<file path="src/rtl/dpf_pkg.sv">
// ---------------------------------------------------------------------------
// dpf_pkg
// Constants, types and codes shared by the detection persistence filter.
// ---------------------------------------------------------------------------
package dpf_pkg;

  localparam int MAX_TRACKS    = 16;
  localparam int HIT_CEILING   = 8;
  localparam int CONFIRM_LEVEL = 3;

  localparam int IDX_W    = $clog2(MAX_TRACKS);
  localparam int CNT_W    = $clog2(MAX_TRACKS + 1);
  localparam int BOX_W    = 12;
  localparam int COORD_W  = 13;
  localparam int HIT_W    = 4;
  localparam int RADIUS_W = 12;
  localparam int PERIOD_W = 8;
  localparam int SQ_W     = 2 * COORD_W;
  localparam int LIM_W    = 2 * RADIUS_W;
  localparam int APB_AW   = 3;
  localparam int APB_DW   = 32;

  localparam logic [RADIUS_W-1:0] RADIUS_RESET = 12'd16;
  localparam logic [PERIOD_W-1:0] PERIOD_RESET = 8'd10;

  // operation codes
  localparam logic OP_DETECT = 1'b0;
  localparam logic OP_TICK   = 1'b1;

  // register select, taken from paddr[2]
  localparam logic REG_MATCH_RADIUS = 1'b0;
  localparam logic REG_DECAY_PERIOD = 1'b1;

  typedef struct packed {
    logic [COORD_W-1:0] x;
    logic [COORD_W-1:0] y;
    logic [HIT_W-1:0]   hits;
  } track_t;

  typedef enum logic [3:0] {
    ST_IDLE,
    ST_RAD,
    ST_LIM,
    ST_DX,
    ST_DY,
    ST_CMP,
    ST_HIT,
    ST_APPEND,
    ST_BEST,
    ST_BSCAN,
    ST_BFIN,
    ST_DEC,
    ST_DSCAN,
    ST_OUT
  } state_t;

endpackage

</file>
<file path="src/rtl/dpf_sq_unit.sv">
// ---------------------------------------------------------------------------
// dpf_sq_unit
// Shared squaring unit: registered (|a - b|)^2.
// ---------------------------------------------------------------------------
module dpf_sq_unit
  import dpf_pkg::*;
(
  input  logic               clk,
  input  logic [COORD_W-1:0] a,
  input  logic [COORD_W-1:0] b,
  output logic [SQ_W-1:0]    sq
);

  logic [COORD_W-1:0] diff;
  logic [SQ_W-1:0]    sq_r;

  assign diff = (a >= b) ? (a - b) : (b - a);

  always_ff @(posedge clk) begin
    sq_r <= SQ_W'(diff) * SQ_W'(diff);
  end

  assign sq = sq_r;

endmodule

</file>
<file path="src/rtl/detection_persistence_filter.sv">
// ---------------------------------------------------------------------------
// detection_persistence_filter
// Track-table persistence filter for object detections.
// ---------------------------------------------------------------------------
// Detection: radius squared, tracks compared in table order up to the first
//   match, hit or append, then a best-track scan; one squaring unit, one mem port.
// Frame tick: bumps the frame counter, or decays and packs the table when due.
// One item at a time (in_ready only while idle): a new item is taken only once the last one's result is registered.
// Reset (sync, active low) empties the table, clears the frame counter and best
//   position, and loads match_radius = 16, decay_period = 10.
// ---------------------------------------------------------------------------
module detection_persistence_filter
  import dpf_pkg::*;
(
  input  logic                clk,
  input  logic                rst_n,
  // input beats
  input  logic                in_valid,
  output logic                in_ready,
  input  logic                in_operation,
  input  logic [BOX_W-1:0]    in_box_left,
  input  logic [BOX_W-1:0]    in_box_top,
  input  logic [BOX_W-1:0]    in_box_width,
  input  logic [BOX_W-1:0]    in_box_height,
  // result beats
  output logic                out_valid,
  input  logic                out_ready,
  output logic [COORD_W-1:0]  out_best_x,
  output logic [COORD_W-1:0]  out_best_y,
  output logic [CNT_W-1:0]    out_track_count,
  output logic                out_dropped,
  // configuration
  input  logic                psel,
  input  logic                penable,
  input  logic                pwrite,
  input  logic [APB_AW-1:0]   paddr,
  input  logic [APB_DW-1:0]   pwdata,
  output logic [APB_DW-1:0]   prdata,
  output logic                pready
);

  // sequencer and control
  state_t              state_r, state_nxt;
  logic [CNT_W-1:0]    idx_r, idx_nxt;       // track under scan
  logic [CNT_W-1:0]    w_r, w_nxt;           // compaction write pointer
  logic [CNT_W-1:0]    used_r, used_nxt;
  logic [PERIOD_W-1:0] fc_r, fc_nxt;
  logic [RADIUS_W-1:0] radius_r, radius_nxt;
  logic [PERIOD_W-1:0] decay_r, decay_nxt;
  logic [COORD_W-1:0]  best_col_r, best_col_nxt;
  logic [COORD_W-1:0]  best_row_r, best_row_nxt;
  logic                out_valid_r, out_valid_nxt;

  // working payload
  logic [COORD_W-1:0]  cx_r, cx_nxt;
  logic [COORD_W-1:0]  cy_r, cy_nxt;
  logic [LIM_W-1:0]    lim_r, lim_nxt;
  logic [SQ_W-1:0]     acc_r, acc_nxt;
  logic [HIT_W-1:0]    top_r, top_nxt;
  logic [COORD_W-1:0]  bx_r, bx_nxt;
  logic [COORD_W-1:0]  by_r, by_nxt;
  logic                drop_r, drop_nxt;
  logic [COORD_W-1:0]  obx_r, obx_nxt;
  logic [COORD_W-1:0]  oby_r, oby_nxt;
  logic [CNT_W-1:0]    ocnt_r, ocnt_nxt;
  logic                odrop_r, odrop_nxt;

  // track memory: one write and one registered read per cycle
  track_t              track_mem_r [MAX_TRACKS];
  track_t              rd_r;
  logic                mem_re;
  logic [IDX_W-1:0]    mem_raddr;
  logic                mem_we;
  logic [IDX_W-1:0]    mem_waddr;
  track_t              mem_wdata;

  // shared squaring unit
  logic [COORD_W-1:0]  ua, ub;
  logic [SQ_W-1:0]     sq;

  logic [CNT_W-1:0]    idx_inc;
  logic [PERIOD_W-1:0] fc_inc;
  logic [SQ_W:0]       dist_sum;
  logic                in_match;
  logic [HIT_W-1:0]    hit_dec;
  logic                keep;
  logic                cfg_wr;

  dpf_sq_unit u_sq (
    .clk (clk),
    .a   (ua),
    .b   (ub),
    .sq  (sq)
  );

  assign idx_inc  = idx_r + CNT_W'(1);
  assign fc_inc   = fc_r + PERIOD_W'(1);
  assign dist_sum = {1'b0, acc_r} + {1'b0, sq};
  assign in_match = dist_sum <= (SQ_W + 1)'(lim_r);
  assign hit_dec  = rd_r.hits - HIT_W'(1);
  assign keep     = (hit_dec != '0);
  assign cfg_wr   = psel & penable & pwrite;

  always_comb begin
    state_nxt     = state_r;
    idx_nxt       = idx_r;
    w_nxt         = w_r;
    used_nxt      = used_r;
    fc_nxt        = fc_r;
    radius_nxt    = radius_r;
    decay_nxt     = decay_r;
    best_col_nxt  = best_col_r;
    best_row_nxt  = best_row_r;
    out_valid_nxt = out_valid_r;
    cx_nxt        = cx_r;
    cy_nxt        = cy_r;
    lim_nxt       = lim_r;
    acc_nxt       = acc_r;
    top_nxt       = top_r;
    bx_nxt        = bx_r;
    by_nxt        = by_r;
    drop_nxt      = drop_r;
    obx_nxt       = obx_r;
    oby_nxt       = oby_r;
    ocnt_nxt      = ocnt_r;
    odrop_nxt     = odrop_r;
    mem_re        = 1'b0;
    mem_raddr     = idx_r[IDX_W-1:0];
    mem_we        = 1'b0;
    mem_waddr     = idx_r[IDX_W-1:0];
    mem_wdata     = '0;
    ua            = cx_r;
    ub            = rd_r.x;
    in_ready      = (state_r == ST_IDLE);

    // result beat taken
    if (out_valid_r && out_ready) begin
      out_valid_nxt = 1'b0;
    end

    // register writes: the user must issue them only while idle; the block itself does not enforce this
    if (cfg_wr) begin
      case (paddr[2])
        REG_MATCH_RADIUS: radius_nxt = pwdata[RADIUS_W-1:0];
        REG_DECAY_PERIOD: decay_nxt  = pwdata[PERIOD_W-1:0];
        default:          radius_nxt = radius_r;
      endcase
    end

    case (state_r)
      ST_IDLE: begin
        if (in_valid) begin
          cx_nxt   = {1'b0, in_box_left} + {2'b00, in_box_width[BOX_W-1:1]};
          cy_nxt   = {1'b0, in_box_top} + {2'b00, in_box_height[BOX_W-1:1]};
          drop_nxt = 1'b0;
          idx_nxt  = '0;
          w_nxt    = '0;
          if (in_operation == OP_DETECT) begin
            state_nxt = ST_RAD;
          end else if (fc_inc >= decay_r) begin
            fc_nxt    = '0;
            state_nxt = (used_r == '0) ? ST_OUT : ST_DEC;
          end else begin
            fc_nxt    = fc_inc;
            state_nxt = ST_OUT;
          end
        end
      end
      // radius squared, first track fetched alongside
      ST_RAD: begin
        ua        = {1'b0, radius_r};
        ub        = '0;
        mem_re    = 1'b1;
        state_nxt = (used_r == '0) ? ST_APPEND : ST_LIM;
      end
      ST_LIM: begin
        lim_nxt   = sq[LIM_W-1:0];
        state_nxt = ST_DY;
      end
      ST_DX: begin
        state_nxt = ST_DY;
      end
      ST_DY: begin
        ua        = cy_r;
        ub        = rd_r.y;
        acc_nxt   = sq;
        state_nxt = ST_CMP;
      end
      ST_CMP: begin
        if (in_match) begin
          state_nxt = ST_HIT;
        end else if (idx_inc < used_r) begin
          idx_nxt   = idx_inc;
          mem_re    = 1'b1;
          mem_raddr = idx_inc[IDX_W-1:0];
          state_nxt = ST_DX;
        end else begin
          state_nxt = ST_APPEND;
        end
      end
      ST_HIT: begin
        mem_we         = 1'b1;
        mem_wdata.x    = cx_r;
        mem_wdata.y    = cy_r;
        mem_wdata.hits = (rd_r.hits < HIT_W'(HIT_CEILING)) ?
                         rd_r.hits + HIT_W'(1) : HIT_W'(HIT_CEILING);
        state_nxt      = ST_BEST;
      end
      ST_APPEND: begin
        if (used_r == CNT_W'(MAX_TRACKS)) begin
          drop_nxt = 1'b1;
        end else begin
          mem_we         = 1'b1;
          mem_waddr      = used_r[IDX_W-1:0];
          mem_wdata.x    = cx_r;
          mem_wdata.y    = cy_r;
          mem_wdata.hits = HIT_W'(1);
          used_nxt       = used_r + CNT_W'(1);
        end
        state_nxt = ST_BEST;
      end
      // best-track scan: rd_r holds entry idx_r, next one fetched meanwhile
      ST_BEST: begin
        idx_nxt   = '0;
        top_nxt   = '0;
        mem_re    = 1'b1;
        mem_raddr = '0;
        state_nxt = ST_BSCAN;
      end
      ST_BSCAN: begin
        if (rd_r.hits > top_r) begin
          top_nxt = rd_r.hits;
          bx_nxt  = rd_r.x;
          by_nxt  = rd_r.y;
        end
        if (idx_inc < used_r) begin
          idx_nxt   = idx_inc;
          mem_re    = 1'b1;
          mem_raddr = idx_inc[IDX_W-1:0];
        end else begin
          state_nxt = ST_BFIN;
        end
      end
      ST_BFIN: begin
        if (top_r > HIT_W'(CONFIRM_LEVEL)) begin
          best_col_nxt = bx_r;
          best_row_nxt = by_r;
        end else begin
          best_col_nxt = '0;
          best_row_nxt = '0;
        end
        state_nxt = ST_OUT;
      end
      // decay: read at idx_r, survivors packed down at w_r (w_r <= idx_r)
      ST_DEC: begin
        mem_re    = 1'b1;
        mem_raddr = '0;
        state_nxt = ST_DSCAN;
      end
      ST_DSCAN: begin
        if (keep) begin
          mem_we         = 1'b1;
          mem_waddr      = w_r[IDX_W-1:0];
          mem_wdata.x    = rd_r.x;
          mem_wdata.y    = rd_r.y;
          mem_wdata.hits = hit_dec;
          w_nxt          = w_r + CNT_W'(1);
        end
        if (idx_inc < used_r) begin
          idx_nxt   = idx_inc;
          mem_re    = 1'b1;
          mem_raddr = idx_inc[IDX_W-1:0];
        end else begin
          used_nxt  = w_r + CNT_W'(keep);
          state_nxt = ST_OUT;
        end
      end
      ST_OUT: begin
        if (!out_valid_r || out_ready) begin
          out_valid_nxt = 1'b1;
          obx_nxt       = best_col_r;
          oby_nxt       = best_row_r;
          ocnt_nxt      = used_r;
          odrop_nxt     = drop_r;
          state_nxt     = ST_IDLE;
        end
      end
      default: begin
        state_nxt = ST_IDLE;
      end
    endcase
  end

  // control state
  always_ff @(posedge clk) begin
    if (!rst_n) begin
      state_r     <= ST_IDLE;
      idx_r       <= '0;
      w_r         <= '0;
      used_r      <= '0;
      fc_r        <= '0;
      radius_r    <= RADIUS_RESET;
      decay_r     <= PERIOD_RESET;
      best_col_r  <= '0;
      best_row_r  <= '0;
      out_valid_r <= 1'b0;
    end else begin
      state_r     <= state_nxt;
      idx_r       <= idx_nxt;
      w_r         <= w_nxt;
      used_r      <= used_nxt;
      fc_r        <= fc_nxt;
      radius_r    <= radius_nxt;
      decay_r     <= decay_nxt;
      best_col_r  <= best_col_nxt;
      best_row_r  <= best_row_nxt;
      out_valid_r <= out_valid_nxt;
    end
  end

  // payload
  always_ff @(posedge clk) begin
    cx_r    <= cx_nxt;
    cy_r    <= cy_nxt;
    lim_r   <= lim_nxt;
    acc_r   <= acc_nxt;
    top_r   <= top_nxt;
    bx_r    <= bx_nxt;
    by_r    <= by_nxt;
    drop_r  <= drop_nxt;
    obx_r   <= obx_nxt;
    oby_r   <= oby_nxt;
    ocnt_r  <= ocnt_nxt;
    odrop_r <= odrop_nxt;
  end

  // track memory, contents undefined until written
  always_ff @(posedge clk) begin
    if (mem_we) begin
      track_mem_r[mem_waddr] <= mem_wdata;
    end
    if (mem_re) begin
      rd_r <= track_mem_r[mem_raddr];
    end
  end

  assign out_valid       = out_valid_r;
  assign out_best_x      = obx_r;
  assign out_best_y      = oby_r;
  assign out_track_count = ocnt_r;
  assign out_dropped     = odrop_r;

  assign pready = 1'b1;
  assign prdata = (paddr[2] == REG_DECAY_PERIOD) ? APB_DW'(decay_r) : APB_DW'(radius_r);

endmodule

</file>
<file path="config.mk">
export PLATFORM = sky130hd
export DESIGN_NAME = detection_persistence_filter
export DESIGN_NICKNAME = d
export VERILOG_FILES = /design/src/rtl/dpf_pkg.sv /design/src/rtl/dpf_sq_unit.sv /design/src/rtl/detection_persistence_filter.sv
export SDC_FILE = /design/constraint.sdc
export NUM_CORES = 1
export LEC_CHECK = 0
export ABC_AREA = 1
export BUFFER_PORTS_ARGS = -buffer_cell sky130_fd_sc_hd__buf_2
export CAP_MARGIN = 30
export CORE_MARGIN = 2
export CORE_UTILIZATION = 60
export CTS_BUF_LIST = sky130_fd_sc_hd__clkbuf_8
export DETAILED_ROUTE_END_ITERATION = 10
export GPL_TIMING_DRIVEN = 0
export PLACE_DENSITY = 0.77
export SYNTH_ARGS = -nofsm -noshare
export SYNTH_HDL_FRONTEND = slang
export SYNTH_SLANG_ARGS = --single-unit
</file>
<file path="constraint.sdc">
create_clock -name clk -period 12.66 [get_ports clk]
set_input_delay 2.532 -clock clk [delete_from_list [all_inputs] [get_ports clk]]
set_output_delay 2.532 -clock clk [all_outputs]
set_load 0.02 [all_outputs]
</file>
==> flow_summary.yaml <==
synth:
  async_flop_share_pct: 0
  synth_cells: 4074
  postSynthAreaPerCell_um2: 9.75
  ys_seq_area_share_pct: 53.9
  yosys_warnings: 0
  synth_cell_types: 49
  ys_seq_elements: 746
  synth_edf_count: 647
  synthFlopType: "edfxtp_1"
  netlist_area_um2: 39700
global_route:
  antenna_found_initial: 3
  track_usage_pct: 31.6
  overflow: 0
  grt_start_max_net_pins: 31
  grt_pass1_vias: 29100
  grt_pass1_wl_um: 163000
setup_path:
  crit_path_max_fanout: 28
  r2r-start: "state_r[0]$_SDFFE_PN0P_"
  required_ns: 13.29
  crit_top_cell: "nand2_1"
  r2r_end: "u_sq.sq[24]$_DFF_P_"
  cpPeakStageDelay_ns: 0.78
  crit_type: "flop to flop"
  rrSetupSlack_ns: 1.94
  crit_path_end_kind: "flop"
  crit_arrival_ns: 11.35
  crit_path_top_delay_cell: "nor2_4"
  critPathLaunchType: "flop"
  reg2regPathDepth: 45
place:
  post-dp-hpwl_um: 78500
  port_buffers: 112
  dpl.cell_count: 5115
  place_congestion: 0.922
cts:
  cts-resized-gates: 0
  clock_path_buffers: 3
  clkSinkCount: 746
  clk_pin_slew_ns: 0.06
  hold_buffers: 0
  cts_setup_buffers: 0
  cts_buffers: 117
  cts_root_buffer: "clkbuf_8"
  insertion_delay_ns: 0.77
  cts_tree: "yes"
  cts_max_level: 3
sta:
  drv_slew: 0
  finalHoldViolations: 0
  worst_pin_slew_ns: 1.08
  grt_setup_unrepaired: "false"
  max_freq_mhz: 93.3
  setup_tns_ns: 0
  setup_viol: 0
  finalClockSkew_ns: 0.0744
  period_needed_ns: 10.72
  relSlewSlack_pct: 27.9
  post-route-period-util_pct: 84.7
floorplanning:
  core_area_um2: 65600
  io_pins: 158
  die_y_um: 261
  dieArea_um2: 68200
  rows: 94
  die_x_um: 261
  initial_core_util_pct: 60.5
routing:
  wirelength_um: 108000
  num_vias: 30600
  drtIter0Drc: 4005
  wl_per_cell_um: 20.2
  first_pass_iters: 8
  drc: 0
  ant_nets: 0
  via_per_inst: 5.73
outcome:
  status: "complete, no violations"
layout:
  fin_cells: 5334
  multiInputGateArea_um2: 15000
  syn_to_final_growth_pct: 12.2
  layout-drive-gt1-share_pct: 11.3
  fillers: 4980
  final_common_cell: "nand2_1"
  mostFrequentLayoutCells: "nand2_1, inv_1, edfxtp_1"
  seqCellArea_um2: 21400
  nets: 4750
flow_run:
  max-cap-violations: 0
hold_path:
  hold-path-cell-count: 0
  min-delay-start: "drop_r$_DFFE_PP_"
  hold_end: "out_dropped$_DFFE_PP_"
  hold_class: "flop to flop"
[worst max-delay path by stage]
stage / from / endpoint / slack [ns] / depth (start not counted)
after floorplan: state_r[0]$_SDFFE_PN0P_ / u_sq.sq[24]$_DFF_P_ / 3.22 / 45
after global placement: state_r[0]$_SDFFE_PN0P_ / u_sq.sq[21]$_DFF_P_ / 0.43 / 38
after detailed placement: state_r[0]$_SDFFE_PN0P_ / u_sq.sq[24]$_DFF_P_ / 1.97 / 45
after CTS: state_r[0]$_SDFFE_PN0P_ / u_sq.sq[24]$_DFF_P_ / 2.00 / 44
after global routing: state_r[0]$_SDFFE_PN0P_ / u_sq.sq[24]$_DFF_P_ / 1.02 / 45
final: state_r[0]$_SDFFE_PN0P_ / u_sq.sq[24]$_DFF_P_ / 1.94 / 45
[state kept, by name, summed over array words and instances, names as in the netlist, 4 cells and up]
register and flops:
track_mem_r 480, rd_r 30, acc_r 25, u_sq.sq 25, lim_r 23, best_col_r 13
best_row_r 13, bx_r 13, by_r 13, cx_r 13, cy_r 13, out_best_x 13
out_best_y 13, radius_r 12, decay_r 8, fc_r 8, idx_r 5, out_track_count 5
used_r 5, w_r 5, state_r 4, top_r 4
[critical path: cells and delay by family, from the launching register on]
kind	cells	cell delay, ns
AO/OA/AOI/OAI	11	2.54
XOR/XNOR	1	0.14
adder cells (fa/ha/maj)	7	3.25
buffers and inverters	11	1.84
flip-flops	1	0.35
AND/OR/NAND/NOR	15	2.48
[cell type report]
| class | count | area share, % |
|---|---|---|
| clock inverter | 90 | 1.19 |
| sequential | 746 | 48.1 |
| antenna | 1 | 0.00562 |
| buffer | 188 | 2.44 |
| timing repair buffer | 158 | 2.72 |
| multi-input combinational | 2492 | 33.6 |
| inverter | 667 | 5.62 |
| tap | 864 | 2.43 |
| clock buffer | 128 | 3.96 |
[cell families (layout without fill, tap and decap cells)]
logic type      count (synthesis)  count (layout)  share of synthesized area, %
fa+ha+maj                     289             289                          11.0
flops                         746             746                          53.9
compound gates                389             389                          5.36
xor+xnor                      110             110                          2.43
buf+inv                       855            1231                          9.05
other cells                     2              22                        0.0189
simple gates                 1683            1683                          18.2
[metrics by stage]
step	setup WS, ns	hold slack (ns)	util, %	instance area, µm²
2_1_floorplan	3.22	0.400	-	39800
3_3_place_gp	0.427	0.405	63.1	41400
3_5_place_dp	1.97	0.407	64.4	42200
4_1_cts	2.00	0.405	67.9	44500
5_1_grt	1.02	0.424	67.9	44500
6_report	1.94	0.426	67.9	44500
[synth_stat cells, types with 9 or more instances]
master | count | area (µm²)
nand2_1 | 846 | 3180
edfxtp_1 | 647 | 19400
inv_1 | 645 | 2420
nand3_1 | 615 | 3080
ha_1 | 190 | 2380
a21oi_1 | 186 | 931
nor2_1 | 166 | 623
o21ai_0 | 109 | 546
dfxtp_1 | 99 | 1980
fa_1 | 99 | 1980
xor2_1 | 75 | 657
buf_2 | 62 | 310
clkbuf_1 | 56 | 210
o22ai_1 | 42 | 263
xnor2_1 | 35 | 307
buf_4 | 34 | 255
buf_6 | 23 | 259
inv_2 | 19 | 71.3
nand4_1 | 16 | 100
nor3_1 | 10 | 50.1
a31oi_1 | 9 | 56.3
buf_1 | 9 | 33.8
o21bai_1 | 9 | 67.6
[layer usage]
layer  routed length (µm)  GRT usage (%)  vias to the layer above
li1                     -              -                    14100
met2                48000           48.8                     1834
met3                13100           6.83                      261
met1                42700           43.7                    14400
met5                    0              0                        -
met4                 4080           12.9                        0
Power is left out: the tool's default activity adds up to more than one toggle a clock period on the data nets, which glitch-free logic cannot reach.
